`src/hdl/tdtgs_pkg.sv`:
```
package tdtgs_pkg;

    localparam int WHEEL_BASE_MM_DEF = 145;
    localparam int CORDIC_STEPS_DEF  = 16;
    localparam int MAX_STEPS         = 24;

    localparam logic signed [31:0] ANG_PI      = 32'sd52707179;
    localparam logic signed [31:0] ANG_HALF_PI = 32'sd26353589;

    localparam logic [6:0] SPEED_RESET = 7'd50;
    localparam logic [6:0] SPEED_MAX   = 7'd100;

    localparam logic [1:0] PH_IDLE   = 2'd0;
    localparam logic [1:0] PH_TURN   = 2'd1;
    localparam logic [1:0] PH_DRIVE  = 2'd2;
    localparam logic [1:0] PH_ORIENT = 2'd3;

    localparam logic CMD_START = 1'b0;
    localparam logic CMD_TICK  = 1'b1;

    function automatic logic [31:0] atan_lut(input logic [4:0] i);
        logic [31:0] r;
        begin
            case (i)
                5'd0:    r = 32'd13176795;
                5'd1:    r = 32'd7778716;
                5'd2:    r = 32'd4110060;
                5'd3:    r = 32'd2086331;
                5'd4:    r = 32'd1047214;
                5'd5:    r = 32'd524117;
                5'd6:    r = 32'd262123;
                5'd7:    r = 32'd131069;
                default: r = (i < 5'd24) ? (32'd65536 >> (i - 5'd8)) : 32'd0;
            endcase
            return r;
        end
    endfunction

    // Q30 gain of a rotate pass followed by a vector pass, truncated per step
    function automatic logic [63:0] cordic_gain(input int n);
        logic [63:0] g;
        begin
            g = 64'd1 << 30;
            for (int p = 0; p < 2; p++)
            begin
                for (int i = 0; i < n; i++)
                    g = g + (g >> (2 * i));
            end
            return g;
        end
    endfunction

endpackage

```
`src/hdl/tdtgs_if.sv`:
```
interface tdtgs_in_if;
    logic        valid;
    logic        ready;
    logic        cmd;
    logic [15:0] goal_dx;
    logic [15:0] goal_dy;
    logic [14:0] start_heading;
    logic [14:0] final_heading;
    logic [31:0] left_count;
    modport source (output valid, cmd, goal_dx, goal_dy, start_heading, final_heading,
                    left_count, input ready);
    modport sink (input valid, cmd, goal_dx, goal_dy, start_heading, final_heading,
                  left_count, output ready);
endinterface

interface tdtgs_out_if;
    logic       valid;
    logic       ready;
    logic [7:0] left_drive;
    logic [7:0] right_drive;
    logic [1:0] phase;
    logic       done_res;
    modport source (output valid, left_drive, right_drive, phase, done_res, input ready);
    modport sink (input valid, left_drive, right_drive, phase, done_res, output ready);
endinterface

interface tdtgs_cfg_if;
    logic       valid;
    logic       ready;
    logic [6:0] data;
    modport source (output valid, data, input ready);
    modport sink (input valid, data, output ready);
endinterface

```
`src/hdl/turn_drive_turn_goal_sequencer.sv`:
```
// channel | dir | payload
// in      | in  | cmd, goal_dx, goal_dy, start_heading, final_heading, left_count
// out     | out | left_drive, right_drive, phase, done_res
// cfg     | in  | data = cruise_speed
// After the input transfer a tick goes to S_RUN; a start first runs prerotate, rotate,
// vector, divide and arcs; a zero rotated offset skips vector and divide.
// One shared CORDIC add/shift unit runs rotate then vector; one multiplier does the
// reciprocal divide by the CORDIC gain and both arcs.
// Reset clears control and arc registers; cruise_speed resets to 50. No input taken
// while a result is held unaccepted; ready returns the cycle after the output transfer.
module turn_drive_turn_goal_sequencer
    import tdtgs_pkg::*;
#(
    parameter int WHEEL_BASE_MM = WHEEL_BASE_MM_DEF,
    parameter int CORDIC_STEPS  = CORDIC_STEPS_DEF
)(
    input  logic        clk,
    input  logic        rst_n,
    tdtgs_in_if.sink    in_ch,
    tdtgs_out_if.source out_ch,
    tdtgs_cfg_if.sink   cfg
);

    localparam int NSTEP = (CORDIC_STEPS > MAX_STEPS) ? MAX_STEPS : CORDIC_STEPS;
    localparam logic [32:0] ARC_K = 33'(2 * WHEEL_BASE_MM);
    localparam logic [63:0] GAIN_Q30 = cordic_gain(NSTEP);
    localparam logic [63:0] GAIN_RECIP = (64'd1 << 62) / GAIN_Q30;
    localparam logic [64:0] ARC_HALF = 65'd1 << 23;

    typedef enum logic [3:0] {
        S_IDLE, S_PREROT, S_ROT, S_VPRE, S_VEC, S_DIV, S_DIVC, S_A2, S_ARC1, S_ARC2,
        S_RUN, S_OUT
    } state_t;

    state_t state_reg;
    logic [6:0]  speed_reg;
    logic [1:0]  phase_reg;
    logic signed [31:0] seg_reg, left_reg;
    logic [31:0] turn_arc_reg, drive_reg, orient_arc_reg;
    logic [1:0]  turn_sign_reg, orient_sign_reg;
    logic signed [47:0] x_reg, y_reg;
    logic signed [33:0] z_reg;
    logic [4:0]  step_reg;
    logic signed [31:0] a2_reg;
    logic signed [15:0] thd_reg;
    logic [31:0] mag_reg;
    logic [7:0]  ls_reg, rs_reg;
    logic [1:0]  oph_reg;
    logic        done_reg;

    logic signed [47:0] xs, ys;
    logic [31:0] atan_i;
    logic [6:0]  spd;
    logic signed [31:0] a_mag;
    logic [31:0] mul_a;
    logic [32:0] mul_b;
    logic [64:0] prod;
    logic [63:0] rem_chk;
    logic signed [32:0] diff;
    logic [32:0] adiff;
    logic [31:0] target;
    logic [1:0]  sgn;

    assign in_ch.ready  = (state_reg == S_IDLE);
    assign cfg.ready    = 1'b1;
    assign out_ch.valid = (state_reg == S_OUT);
    assign out_ch.left_drive  = ls_reg;
    assign out_ch.right_drive = rs_reg;
    assign out_ch.phase       = oph_reg;
    assign out_ch.done_res    = done_reg;

    assign xs = x_reg >>> step_reg;
    assign ys = y_reg >>> step_reg;
    assign atan_i = atan_lut(step_reg);
    assign spd = (speed_reg > SPEED_MAX) ? SPEED_MAX : speed_reg;
    assign a_mag = (z_reg[31]) ? -z_reg[31:0] : z_reg[31:0];
    assign prod = mul_a * mul_b;
    assign rem_chk = {2'b00, x_reg[31:0], 30'd0} - prod[63:0];
    assign diff = 33'(left_reg) - 33'(seg_reg);
    assign adiff = diff[32] ? 33'(-diff) : 33'(diff);

    always_comb
    begin
        case (state_reg)
            S_DIV:   begin mul_a = x_reg[31:0]; mul_b = GAIN_RECIP[32:0]; end
            S_DIVC:  begin mul_a = mag_reg;     mul_b = GAIN_Q30[32:0];   end
            default: begin mul_a = a_mag;       mul_b = ARC_K;            end
        endcase
    end

    always_comb
    begin
        case (phase_reg)
            PH_TURN:  begin target = turn_arc_reg;   sgn = turn_sign_reg;   end
            PH_DRIVE: begin target = drive_reg;      sgn = 2'd1;            end
            default:  begin target = orient_arc_reg; sgn = orient_sign_reg; end
        endcase
    end

    function automatic logic [1:0] sign2(input logic signed [31:0] v);
        return v[31] ? 2'b11 : ((v != 0) ? 2'b01 : 2'b00);
    endfunction

    function automatic logic [7:0] mulsign(input logic [1:0] s, input logic [6:0] v);
        return (s == 2'b01) ? {1'b0, v} : ((s == 2'b11) ? -{1'b0, v} : 8'd0);
    endfunction

    always_ff @(posedge clk or negedge rst_n)
    begin
        if (!rst_n)
        begin
            state_reg <= S_IDLE;
            speed_reg <= SPEED_RESET;
            phase_reg <= PH_IDLE;
            seg_reg <= '0;
            turn_arc_reg <= '0;
            drive_reg <= '0;
            orient_arc_reg <= '0;
            turn_sign_reg <= '0;
            orient_sign_reg <= '0;
        end
        else
        begin
            if (cfg.valid)
                speed_reg <= cfg.data;
            unique case (state_reg)
                S_IDLE:
                begin
                    if (in_ch.valid)
                    begin
                        left_reg <= in_ch.left_count;
                        if (in_ch.cmd == CMD_START)
                        begin
                            x_reg <= 48'($signed(in_ch.goal_dx)) <<< 12;
                            y_reg <= 48'($signed(in_ch.goal_dy)) <<< 12;
                            z_reg <= -(34'($signed(in_ch.start_heading)) <<< 12);
                            thd_reg <= 16'($signed(in_ch.final_heading))
                                       - 16'($signed(in_ch.start_heading));
                            step_reg <= '0;
                            state_reg <= S_PREROT;
                        end
                        else
                            state_reg <= S_RUN;
                    end
                end
                S_PREROT:
                begin
                    if (z_reg > 34'(ANG_HALF_PI))
                    begin
                        x_reg <= -x_reg; y_reg <= -y_reg; z_reg <= z_reg - 34'(ANG_PI);
                    end
                    else if (z_reg < -34'(ANG_HALF_PI))
                    begin
                        x_reg <= -x_reg; y_reg <= -y_reg; z_reg <= z_reg + 34'(ANG_PI);
                    end
                    state_reg <= (NSTEP == 0) ? S_VPRE : S_ROT;
                end
                S_ROT:
                begin
                    if (!z_reg[33])
                    begin
                        x_reg <= x_reg - ys; y_reg <= y_reg + xs;
                        z_reg <= z_reg - 34'(atan_i);
                    end
                    else
                    begin
                        x_reg <= x_reg + ys; y_reg <= y_reg - xs;
                        z_reg <= z_reg + 34'(atan_i);
                    end
                    if (step_reg == 5'(NSTEP - 1))
                    begin
                        step_reg <= '0;
                        state_reg <= S_VPRE;
                    end
                    else
                        step_reg <= step_reg + 5'd1;
                end
                S_VPRE:
                begin
                    if (x_reg == 0 && y_reg == 0)
                    begin
                        z_reg <= '0;
                        mag_reg <= '0;
                        state_reg <= S_A2;
                    end
                    else if (x_reg < 0)
                    begin
                        z_reg <= (y_reg >= 0) ? 34'(ANG_PI) : -34'(ANG_PI);
                        x_reg <= -x_reg; y_reg <= -y_reg;
                        state_reg <= (NSTEP == 0) ? S_DIV : S_VEC;
                    end
                    else
                    begin
                        z_reg <= '0;
                        state_reg <= (NSTEP == 0) ? S_DIV : S_VEC;
                    end
                end
                S_VEC:
                begin
                    if (y_reg > 0)
                    begin
                        x_reg <= x_reg + ys; y_reg <= y_reg - xs;
                        z_reg <= z_reg + 34'(atan_i);
                    end
                    else
                    begin
                        x_reg <= x_reg - ys; y_reg <= y_reg + xs;
                        z_reg <= z_reg - 34'(atan_i);
                    end
                    if (step_reg == 5'(NSTEP - 1))
                        state_reg <= S_DIV;
                    else
                        step_reg <= step_reg + 5'd1;
                end
                S_DIV:
                begin
                    // quotient estimate, at most one low
                    mag_reg <= (x_reg > 0) ? prod[63:32] : '0;
                    state_reg <= S_DIVC;
                end
                S_DIVC:
                begin
                    if (x_reg > 0 && rem_chk >= GAIN_Q30)
                        mag_reg <= mag_reg + 32'd1;
                    state_reg <= S_A2;
                end
                S_A2:
                begin
                    drive_reg <= 32'((33'(mag_reg) + 33'd512) >> 10);
                    turn_sign_reg <= sign2(z_reg[31:0]);
                    a2_reg <= (32'(thd_reg) <<< 12) - z_reg[31:0];
                    state_reg <= S_ARC1;
                end
                S_ARC1:
                begin
                    turn_arc_reg <= 32'((prod + ARC_HALF) >> 24);
                    z_reg <= 34'(a2_reg);
                    orient_sign_reg <= sign2(a2_reg);
                    state_reg <= S_ARC2;
                end
                S_ARC2:
                begin
                    orient_arc_reg <= 32'((prod + ARC_HALF) >> 24);
                    phase_reg <= PH_TURN;
                    seg_reg <= left_reg;
                    state_reg <= S_RUN;
                end
                S_RUN:
                begin
                    if (phase_reg == PH_IDLE)
                    begin
                        ls_reg <= '0; rs_reg <= '0;
                        oph_reg <= PH_IDLE; done_reg <= 1'b0;
                    end
                    else if (adiff >= {1'b0, target} && phase_reg == PH_ORIENT)
                    begin
                        phase_reg <= PH_IDLE; oph_reg <= PH_IDLE;
                        ls_reg <= '0; rs_reg <= '0; done_reg <= 1'b1;
                    end
                    else
                    begin
                        ls_reg <= (phase_reg == PH_DRIVE) ? mulsign(sgn, spd)
                                                          : mulsign(-sgn, spd);
                        rs_reg <= mulsign(sgn, spd);
                        done_reg <= 1'b0;
                        if (adiff >= {1'b0, target})
                        begin
                            phase_reg <= phase_reg + 2'd1;
                            oph_reg <= phase_reg + 2'd1;
                            seg_reg <= left_reg;
                        end
                        else
                            oph_reg <= phase_reg;
                    end
                    state_reg <= S_OUT;
                end
                S_OUT:
                    if (out_ch.ready)
                        state_reg <= S_IDLE;
                default: state_reg <= S_IDLE;
            endcase
        end
    end

    a_out_hold: assert property (@(posedge clk) disable iff (!rst_n)
        out_ch.valid && !out_ch.ready |=> out_ch.valid && $stable(out_ch.left_drive))
        else $error("result dropped");
    a_no_in_busy: assert property (@(posedge clk) disable iff (!rst_n)
        out_ch.valid |-> !in_ch.ready)
        else $error("input taken while result pending");
    a_done_idle: assert property (@(posedge clk) disable iff (!rst_n)
        out_ch.valid && out_ch.done_res |-> out_ch.phase == PH_IDLE)
        else $error("done outside idle");

endmodule
```
`src/flat_wrapper.sv`:
```
// flat-port wrapper written by rule: the top's interface ports become plain ports
module turn_drive_turn_goal_sequencer_flat import tdtgs_pkg::*;
#(
    parameter int WHEEL_BASE_MM = WHEEL_BASE_MM_DEF,
    parameter int CORDIC_STEPS  = CORDIC_STEPS_DEF
)
  (clk, rst_n, in_ch_valid, in_ch_cmd, in_ch_goal_dx, in_ch_goal_dy, in_ch_start_heading, in_ch_final_heading, in_ch_left_count, in_ch_ready, out_ch_valid, out_ch_left_drive, out_ch_right_drive, out_ch_phase, out_ch_done_res, out_ch_ready, cfg_valid, cfg_data, cfg_ready);
  tdtgs_in_if in_ch_i ();
  tdtgs_out_if out_ch_i ();
  tdtgs_cfg_if cfg_i ();
  input  logic clk;
  input  logic rst_n;
  input wire logic [$bits(in_ch_i.valid)-1:0] in_ch_valid;
  input wire logic [$bits(in_ch_i.cmd)-1:0] in_ch_cmd;
  input wire logic [$bits(in_ch_i.goal_dx)-1:0] in_ch_goal_dx;
  input wire logic [$bits(in_ch_i.goal_dy)-1:0] in_ch_goal_dy;
  input wire logic [$bits(in_ch_i.start_heading)-1:0] in_ch_start_heading;
  input wire logic [$bits(in_ch_i.final_heading)-1:0] in_ch_final_heading;
  input wire logic [$bits(in_ch_i.left_count)-1:0] in_ch_left_count;
  output wire logic [$bits(in_ch_i.ready)-1:0] in_ch_ready;
  output wire logic [$bits(out_ch_i.valid)-1:0] out_ch_valid;
  output wire logic [$bits(out_ch_i.left_drive)-1:0] out_ch_left_drive;
  output wire logic [$bits(out_ch_i.right_drive)-1:0] out_ch_right_drive;
  output wire logic [$bits(out_ch_i.phase)-1:0] out_ch_phase;
  output wire logic [$bits(out_ch_i.done_res)-1:0] out_ch_done_res;
  input wire logic [$bits(out_ch_i.ready)-1:0] out_ch_ready;
  input wire logic [$bits(cfg_i.valid)-1:0] cfg_valid;
  input wire logic [$bits(cfg_i.data)-1:0] cfg_data;
  output wire logic [$bits(cfg_i.ready)-1:0] cfg_ready;
  assign in_ch_i.valid = in_ch_valid;
  assign in_ch_i.cmd = in_ch_cmd;
  assign in_ch_i.goal_dx = in_ch_goal_dx;
  assign in_ch_i.goal_dy = in_ch_goal_dy;
  assign in_ch_i.start_heading = in_ch_start_heading;
  assign in_ch_i.final_heading = in_ch_final_heading;
  assign in_ch_i.left_count = in_ch_left_count;
  assign in_ch_ready = in_ch_i.ready;
  assign out_ch_valid = out_ch_i.valid;
  assign out_ch_left_drive = out_ch_i.left_drive;
  assign out_ch_right_drive = out_ch_i.right_drive;
  assign out_ch_phase = out_ch_i.phase;
  assign out_ch_done_res = out_ch_i.done_res;
  assign out_ch_i.ready = out_ch_ready;
  assign cfg_i.valid = cfg_valid;
  assign cfg_i.data = cfg_data;
  assign cfg_ready = cfg_i.ready;
  turn_drive_turn_goal_sequencer #(.WHEEL_BASE_MM(WHEEL_BASE_MM), .CORDIC_STEPS(CORDIC_STEPS)) u_core (.clk(clk), .rst_n(rst_n), .in_ch(in_ch_i), .out_ch(out_ch_i), .cfg(cfg_i));
endmodule
```
`config.mk`:
```
export PLATFORM = sky130hd
export DESIGN_NAME = turn_drive_turn_goal_sequencer_flat
export DESIGN_NICKNAME = d
export VERILOG_FILES = /design/src/hdl/tdtgs_pkg.sv /design/src/hdl/tdtgs_if.sv /design/src/hdl/turn_drive_turn_goal_sequencer.sv /design/src/flat_wrapper.sv
export SDC_FILE = /design/constraint.sdc
export NUM_CORES = 2
export LEC_CHECK = 0
export BUFFER_PORTS_ARGS = -buffer_cell sky130_fd_sc_hd__buf_2
export CAP_MARGIN = 15
export CELL_PAD_IN_SITES_DETAIL_PLACEMENT = 1
export CELL_PAD_IN_SITES_GLOBAL_PLACEMENT = 1
export CORE_MARGIN = 5
export CORE_UTILIZATION = 51
export DETAILED_ROUTE_END_ITERATION = 16
export MAX_ROUTING_LAYER = met4
export PLACE_DENSITY = 0.83
export SLEW_MARGIN = 40
export SYNTH_ARGS = -nofsm -noshare
export SYNTH_HDL_FRONTEND = slang
export SYNTH_SLANG_ARGS = --single-unit
```
`constraint.sdc`:
```
create_clock -name clk -period 18.8 [get_ports clk]
set_clock_uncertainty 0.05 [all_clocks]
set_input_delay 3.76 -clock clk [delete_from_list [all_inputs] [get_ports clk]]
set_output_delay 3.76 -clock clk [all_outputs]
set_load 0.02 [all_outputs]
```
======== After elaboration in Yosys (flattened, before gate mapping) ========
Cells that the tools add are included.
operators by class
  add/subtract/negate cells ............... 25
  multiply operators ...................... 1
  order comparisons ....................... 10
  equality and inequality tests ........... 40
  shift-type cells ........................ 3
  multiplexer cells ....................... 71
  bitwise gates (word level) .............. 1
  reduce and logical (&&, ||, !) cells .... 27
operators with widths
  kind                                                                                    count
  48-bit 2-to-1 mux                                                                       16
  48-bit one-hot mux with 5 select lines                                                  2
  34-bit 2-to-1 mux                                                                       9
  32-bit 2-to-1 mux                                                                       8
  32-bit one-hot mux with 8 select lines                                                  1
  34-bit one-hot mux with 6 select lines                                                  1
  32-bit one-hot mux with 2 select lines                                                  3
  48-bit adder                                                                            2
  48-bit by 1-bit greater-than comparator with 1-bit output (second input constant)       2
  48-bit zero test                                                                        2
  48-bit negation                                                                         2
  32-bit one-hot mux with 3 select lines                                                  1
  48-bit by 5-bit >>> shifter with 48-bit output                                          2
  48-bit subtractor                                                                       2
  33-bit one-hot mux with 2 select lines                                                  1
  64-bit by 33-bit greater-or-equal comparator with 1-bit output (second input constant)  1
  32-bit by 33-bit multiplier with 64-bit output                                          1
  32-bit nonzero test                                                                     2
  62-bit by 64-bit subtractor with 64-bit output                                          1
  56-bit by 24-bit adder with 56-bit output (second input constant)                       1
  48-bit by 1-bit greater-or-equal comparator with 1-bit output (second input constant)   1
  48-bit by 1-bit less-than comparator with 1-bit output (second input constant)          1
  4-bit one-hot mux with 12 select lines                                                  1
  8-bit 2-to-1 mux                                                                        5
  other kinds (59)                                                                        110
word-level totals
  register bits after elaboration ......... 402
  bits of input ports ..................... 107
  output and inout bits ................... 22
  word-level logic and storage cells ...... 199

======== Longest topological paths before layout ========
  depth in word-level cells ............... 9
  gate-level depth with buffers ........... 58
  mapped depth without buffers ............ 56

======== Worst setup path after synthesis ========
Ideal clock, no wire load.
  path type ............................... reg-to-reg
  start point ............................. reg u_core.z_reg[2]
  end point ............................... reg u_core.mag_reg[0], enable pin
  library setup time ...................... 432 ps
  arrival ................................. 14,084 ps
  required time ........................... 18,318 ps
  setup slack ............................. 4,234 ps
  stages on the path, launching flop included .. 48
  path buffers ............................ 5
  clock period less this slack ............ 14,566 ps
  cells stage by stage .................... edfxtp_1 > clkbuf_1 > or3_1 > nor4b_1 > nand2_1 > nand4b_1 > or4_1 > o31ai_1 > xnor2_1 > o21ai_0 > a21oi_1 > ha_1 > or2_2 > fa_1 > fa_1 > fa_1 > fa_1 > fa_1 > [... 12 more ...] > o21a_1 > o21a_1 > or2_2 > clkbuf_1 > ha_1 > clkbuf_1 > and2_1 > and3_1 > clkbuf_1 > nor4bb_1 > nor3b_1 > o21ai_0 > o211ai_1 > maj3_1 > o31ai_1 > nor3_1 > a31o_1 > a21oi_1
between the ends
  longest elaborated chain between the ends .. 9
ends and longest elaborated chain
  what                                                              line                                   source
  start, declared                                                   turn_drive_turn_goal_sequencer.sv:42   logic signed [33:0] z_reg;
  start signal, assigned                                            turn_drive_turn_goal_sequencer.sv:136  z_reg <= -(34'($signed(in_ch.start_heading)) <<< 12);
  start signal, assigned                                            turn_drive_turn_goal_sequencer.sv:150  x_reg <= -x_reg; y_reg <= -y_reg; z_reg <= z_reg - 34'(ANG_PI);
  start signal, assigned                                            turn_drive_turn_goal_sequencer.sv:154  x_reg <= -x_reg; y_reg <= -y_reg; z_reg <= z_reg + 34'(ANG_PI);
  32-bit negation                                                   turn_drive_turn_goal_sequencer.sv:76   assign a_mag = (z_reg[31]) ? -z_reg[31:0] : z_reg[31:0];
  32-bit 2-to-1 mux *                                               turn_drive_turn_goal_sequencer.sv:76
  32-bit one-hot mux with 2 select lines *                          turn_drive_turn_goal_sequencer.sv:84   case (state_reg)
  32-bit by 33-bit multiplier with 64-bit output *                  turn_drive_turn_goal_sequencer.sv:77   assign prod = mul_a * mul_b;
  62-bit by 64-bit subtractor with 64-bit output *                  turn_drive_turn_goal_sequencer.sv:78   assign rem_chk = {2'b00, x_reg[31:0], 30'd0} - prod[63:0];
  64-bit by 33-bit greater-or-equal comparator with 1-bit output *  turn_drive_turn_goal_sequencer.sv:223  if (x_reg > 0 && rem_chk >= GAIN_Q30)
  1-bit logical AND *                                               turn_drive_turn_goal_sequencer.sv:223
  2-bit by 1-bit != test with 1-bit output (no source line) *       n/a
  4-bit AND reduction (no source line) *                            n/a
  end signal, assigned                                              turn_drive_turn_goal_sequencer.sv:218  mag_reg <= (x_reg > 0) ? prod[63:32] : '0;
  end signal, assigned                                              turn_drive_turn_goal_sequencer.sv:224  mag_reg <= mag_reg + 32'd1;
  end, declared                                                     turn_drive_turn_goal_sequencer.sv:46   logic [31:0] mag_reg;
Every way passes the cells marked *; elsewhere a longest branch is shown, timed or not.
A chain may end at the register's enable or synchronous reset.

======== Worst setup path in the final report ========
  start point ............................. reg u_core.z_reg[1]
  end point ............................... reg u_core.mag_reg[2], enable pin
The elaborated chain is that of the path after synthesis.

==> out/qor.yml <==
ys_async_sr_fraction_pct: 33.8
setup_viol: 0
yosysSeqAreaShare_pct: 15.0
grt_pass1_vias: 74000
clkLatencyLatePin_ns: 0.69
die_w_um: 396
cp_slowest_cell: "nor4b_1"
synth-seq-cells: 402
endpoint_kind: "flop"
vias: 70300
path_clk_slew_ns: 0.06
synth_fa_ha_area_share_pct: 32.5
viasPerCell: 6.39
setup.worst_path.class: "reg -> reg"
crit_family: "simple AND/OR/NAND/NOR gates"
outcome: "completed"
place_area_sq_um: 78900
synthMuxAreaShare_pct: 4.25
ctsHtreeMaxLevel: 2
crit_required_ns: 19.16
io-pin-count: 129
place_hpwl_um: 252000
synth_compound_area_share_pct: 18.3
final_cell_mix: "inv_1, nand2_1, ha_1, fa_1, nor2_1"
hold_class: "reg -> reg"
cts_tree: "done"
final_common_cell: "inv_1"
die_h_um: 396
clockBufferDepth: 3
rsz0062_at_grt: "no"
synth_edf_count: 266
crit_top_cell: "fa_1"
tightestPinTransition_ns: 0.993
grt_antenna_before_repair: 13
cp_num_buf_inv: 4
final_area_sq_um: 80800
routedWlPerCell_um: 28.0
synth_ff_type: "edfxtp_1"
yosysWarnings: 0
maxCapViolations: 0
synth_top_family_by_area: "adder cells"
fmax_ghz: 0.0615
synth_area_sq_um: 76200
final_layout_size_suffix_gt1_share_pct: 7.17
grt_first_pass_wirelength_um: 462000
drc: 0
routed_wl_um: 308000
final_nets: 10700
arrival_ns: 16.63
finalSetupTns_ns: 0
post_cts_buffers: 0
cts.sinks: 402
overflow: 0
synthToLayoutAreaGrowth_pct: 6.13
drv_slew: 0
grt_use_total_pct: 39.4
initialDrtViolationCount: 6509
cts_root_buffer: "clkbuf_16"
ctsHoldBuffers: 0
avgSynthCellArea_sq_um: 8.37
rows: 141
max_stage_delay_ns: 0.71
yosysUniqueCellTypes: 127
drtPass1Iterations: 6
start_util_pct: 51.4
r2r_setup_slack_ns: 2.53
critPathLaunchType: "flop"
hold_viol_final: 0
core_area_sq_um: 148000
cts_buffers: 54
grt_max_degree: 89
cp_max_fo: 17
ant_nets: 0
synth_xor_area_share_pct: 6.09
slew-limit-headroom_pct: 31.9
fillers: 17700
period_minus_slack_ns: 16.27
io_buffers: 127
place_congestion: 1.05
die_area_sq_um: 157000
synthSimpleGateAreaFrac_pct: 15.2
cts_resized: 0
synthCells: 9100
fin_crit_sh_pct: 86.5
[cell families (layout without fill, tap and decap cells)]
family | Yosys count | count (layout)
mux | 250 | 250
flops | 402 | 402
fa+ha+maj | 1549 | 1549
simple gates | 2507 | 2507
xor+xnor | 515 | 515
compound gates | 2135 | 2135
buf+inv | 1741 | 1698
other cells | 1 | 13
[routing by layer]
metal	share of wire [%]	global-route usage, %
met5	0	-
met1	39	48.2
met4	6.5	20.5
met2	46	63.4
met3	7.8	6.12
[Yosys cell counts (71+ instances only)]
cell type	count	share of area (%)
edfxtp_1	266	10
nand2b_1	82	0.67
o21a_1	80	0.79
mux2i_1	137	1.8
a22oi_1	71	0.70
inv_1	1345	6.6
nor3_1	182	1.2
o21bai_1	73	0.72
o21ai_0	527	3.5
fa_1	726	19
xor2_1	184	2.1
ha_1	805	13
xnor2_1	322	3.7
nand3_1	135	0.89
a21o_1	147	1.4
nor2_1	729	3.6
nor4_1	80	0.66
dfrtp_1	133	4.4
nand2_1	835	4.1
o22ai_1	82	0.67
clkbuf_1	319	1.6
a21oi_1	517	3.4
[final cells by class]
class / instances / area (sq um) / share of cell area, %
multi-input combinational: 6960 / 58500 / 72.3
inverter: 1350 / 5070 / 6.27
antenna: 9 / 22.5 / 0.0279
sequential: 402 / 11400 / 14.1
clock buffer: 71 / 1490 / 1.84
clock inverter: 30 / 324 / 0.401
tap: 1930 / 2410 / 2.99
timing repair buffer: 247 / 1640 / 2.03
[metrics by stage]
stage | utilization, % | hold slack (ns) | std cells | setup WS, ns
floorplan | - | 0.388 | 9103 | 4.23
global placement | 53.1 | 0.407 | 10900 | 3.03
detailed placement | 53.3 | 0.415 | 10900 | 2.90
CTS | 54.5 | 0.428 | 11000 | 2.83
global route | 54.5 | 0.450 | 11000 | 1.56
finish | 54.6 | 0.423 | 11000 | 2.53
[final timing paths]
check / start / endpoint / cells after the start
min in group asynchronous: rst_n / u_core.seg_reg[15]$_DFFE_PN0P_ / 1
max in group asynchronous: rst_n / u_core.orient_arc_reg[8]$_DFFE_PN0P_ / 2
min reg2reg: u_core.orient_arc_reg[7]$_DFFE_PN0P_ / u_core.orient_arc_reg[7]$_DFFE_PN0P_ / 2
max: u_core.z_reg[1]$_DFFE_PP_ / u_core.mag_reg[2]$_DFFE_PP_ / 52
max reg2reg: u_core.z_reg[1]$_DFFE_PP_ / u_core.mag_reg[2]$_DFFE_PP_ / 52
min: u_core.orient_arc_reg[7]$_DFFE_PN0P_ / u_core.orient_arc_reg[7]$_DFFE_PN0P_ / 2
[worst reg2reg max path: cells and delay by family (launching register included)]
kind / cells / cell delay, ns
mux: 1 / 0.09
compound gates: 18 / 4.76
buf+inv: 4 / 0.61
fa+ha+maj: 11 / 4.69
xor+xnor: 2 / 0.37
flops: 1 / 0.54
simple gates: 16 / 4.89
Power is not shown: default switching activity piles up to over one toggle a cycle in this logic, so the estimate is an artifact.
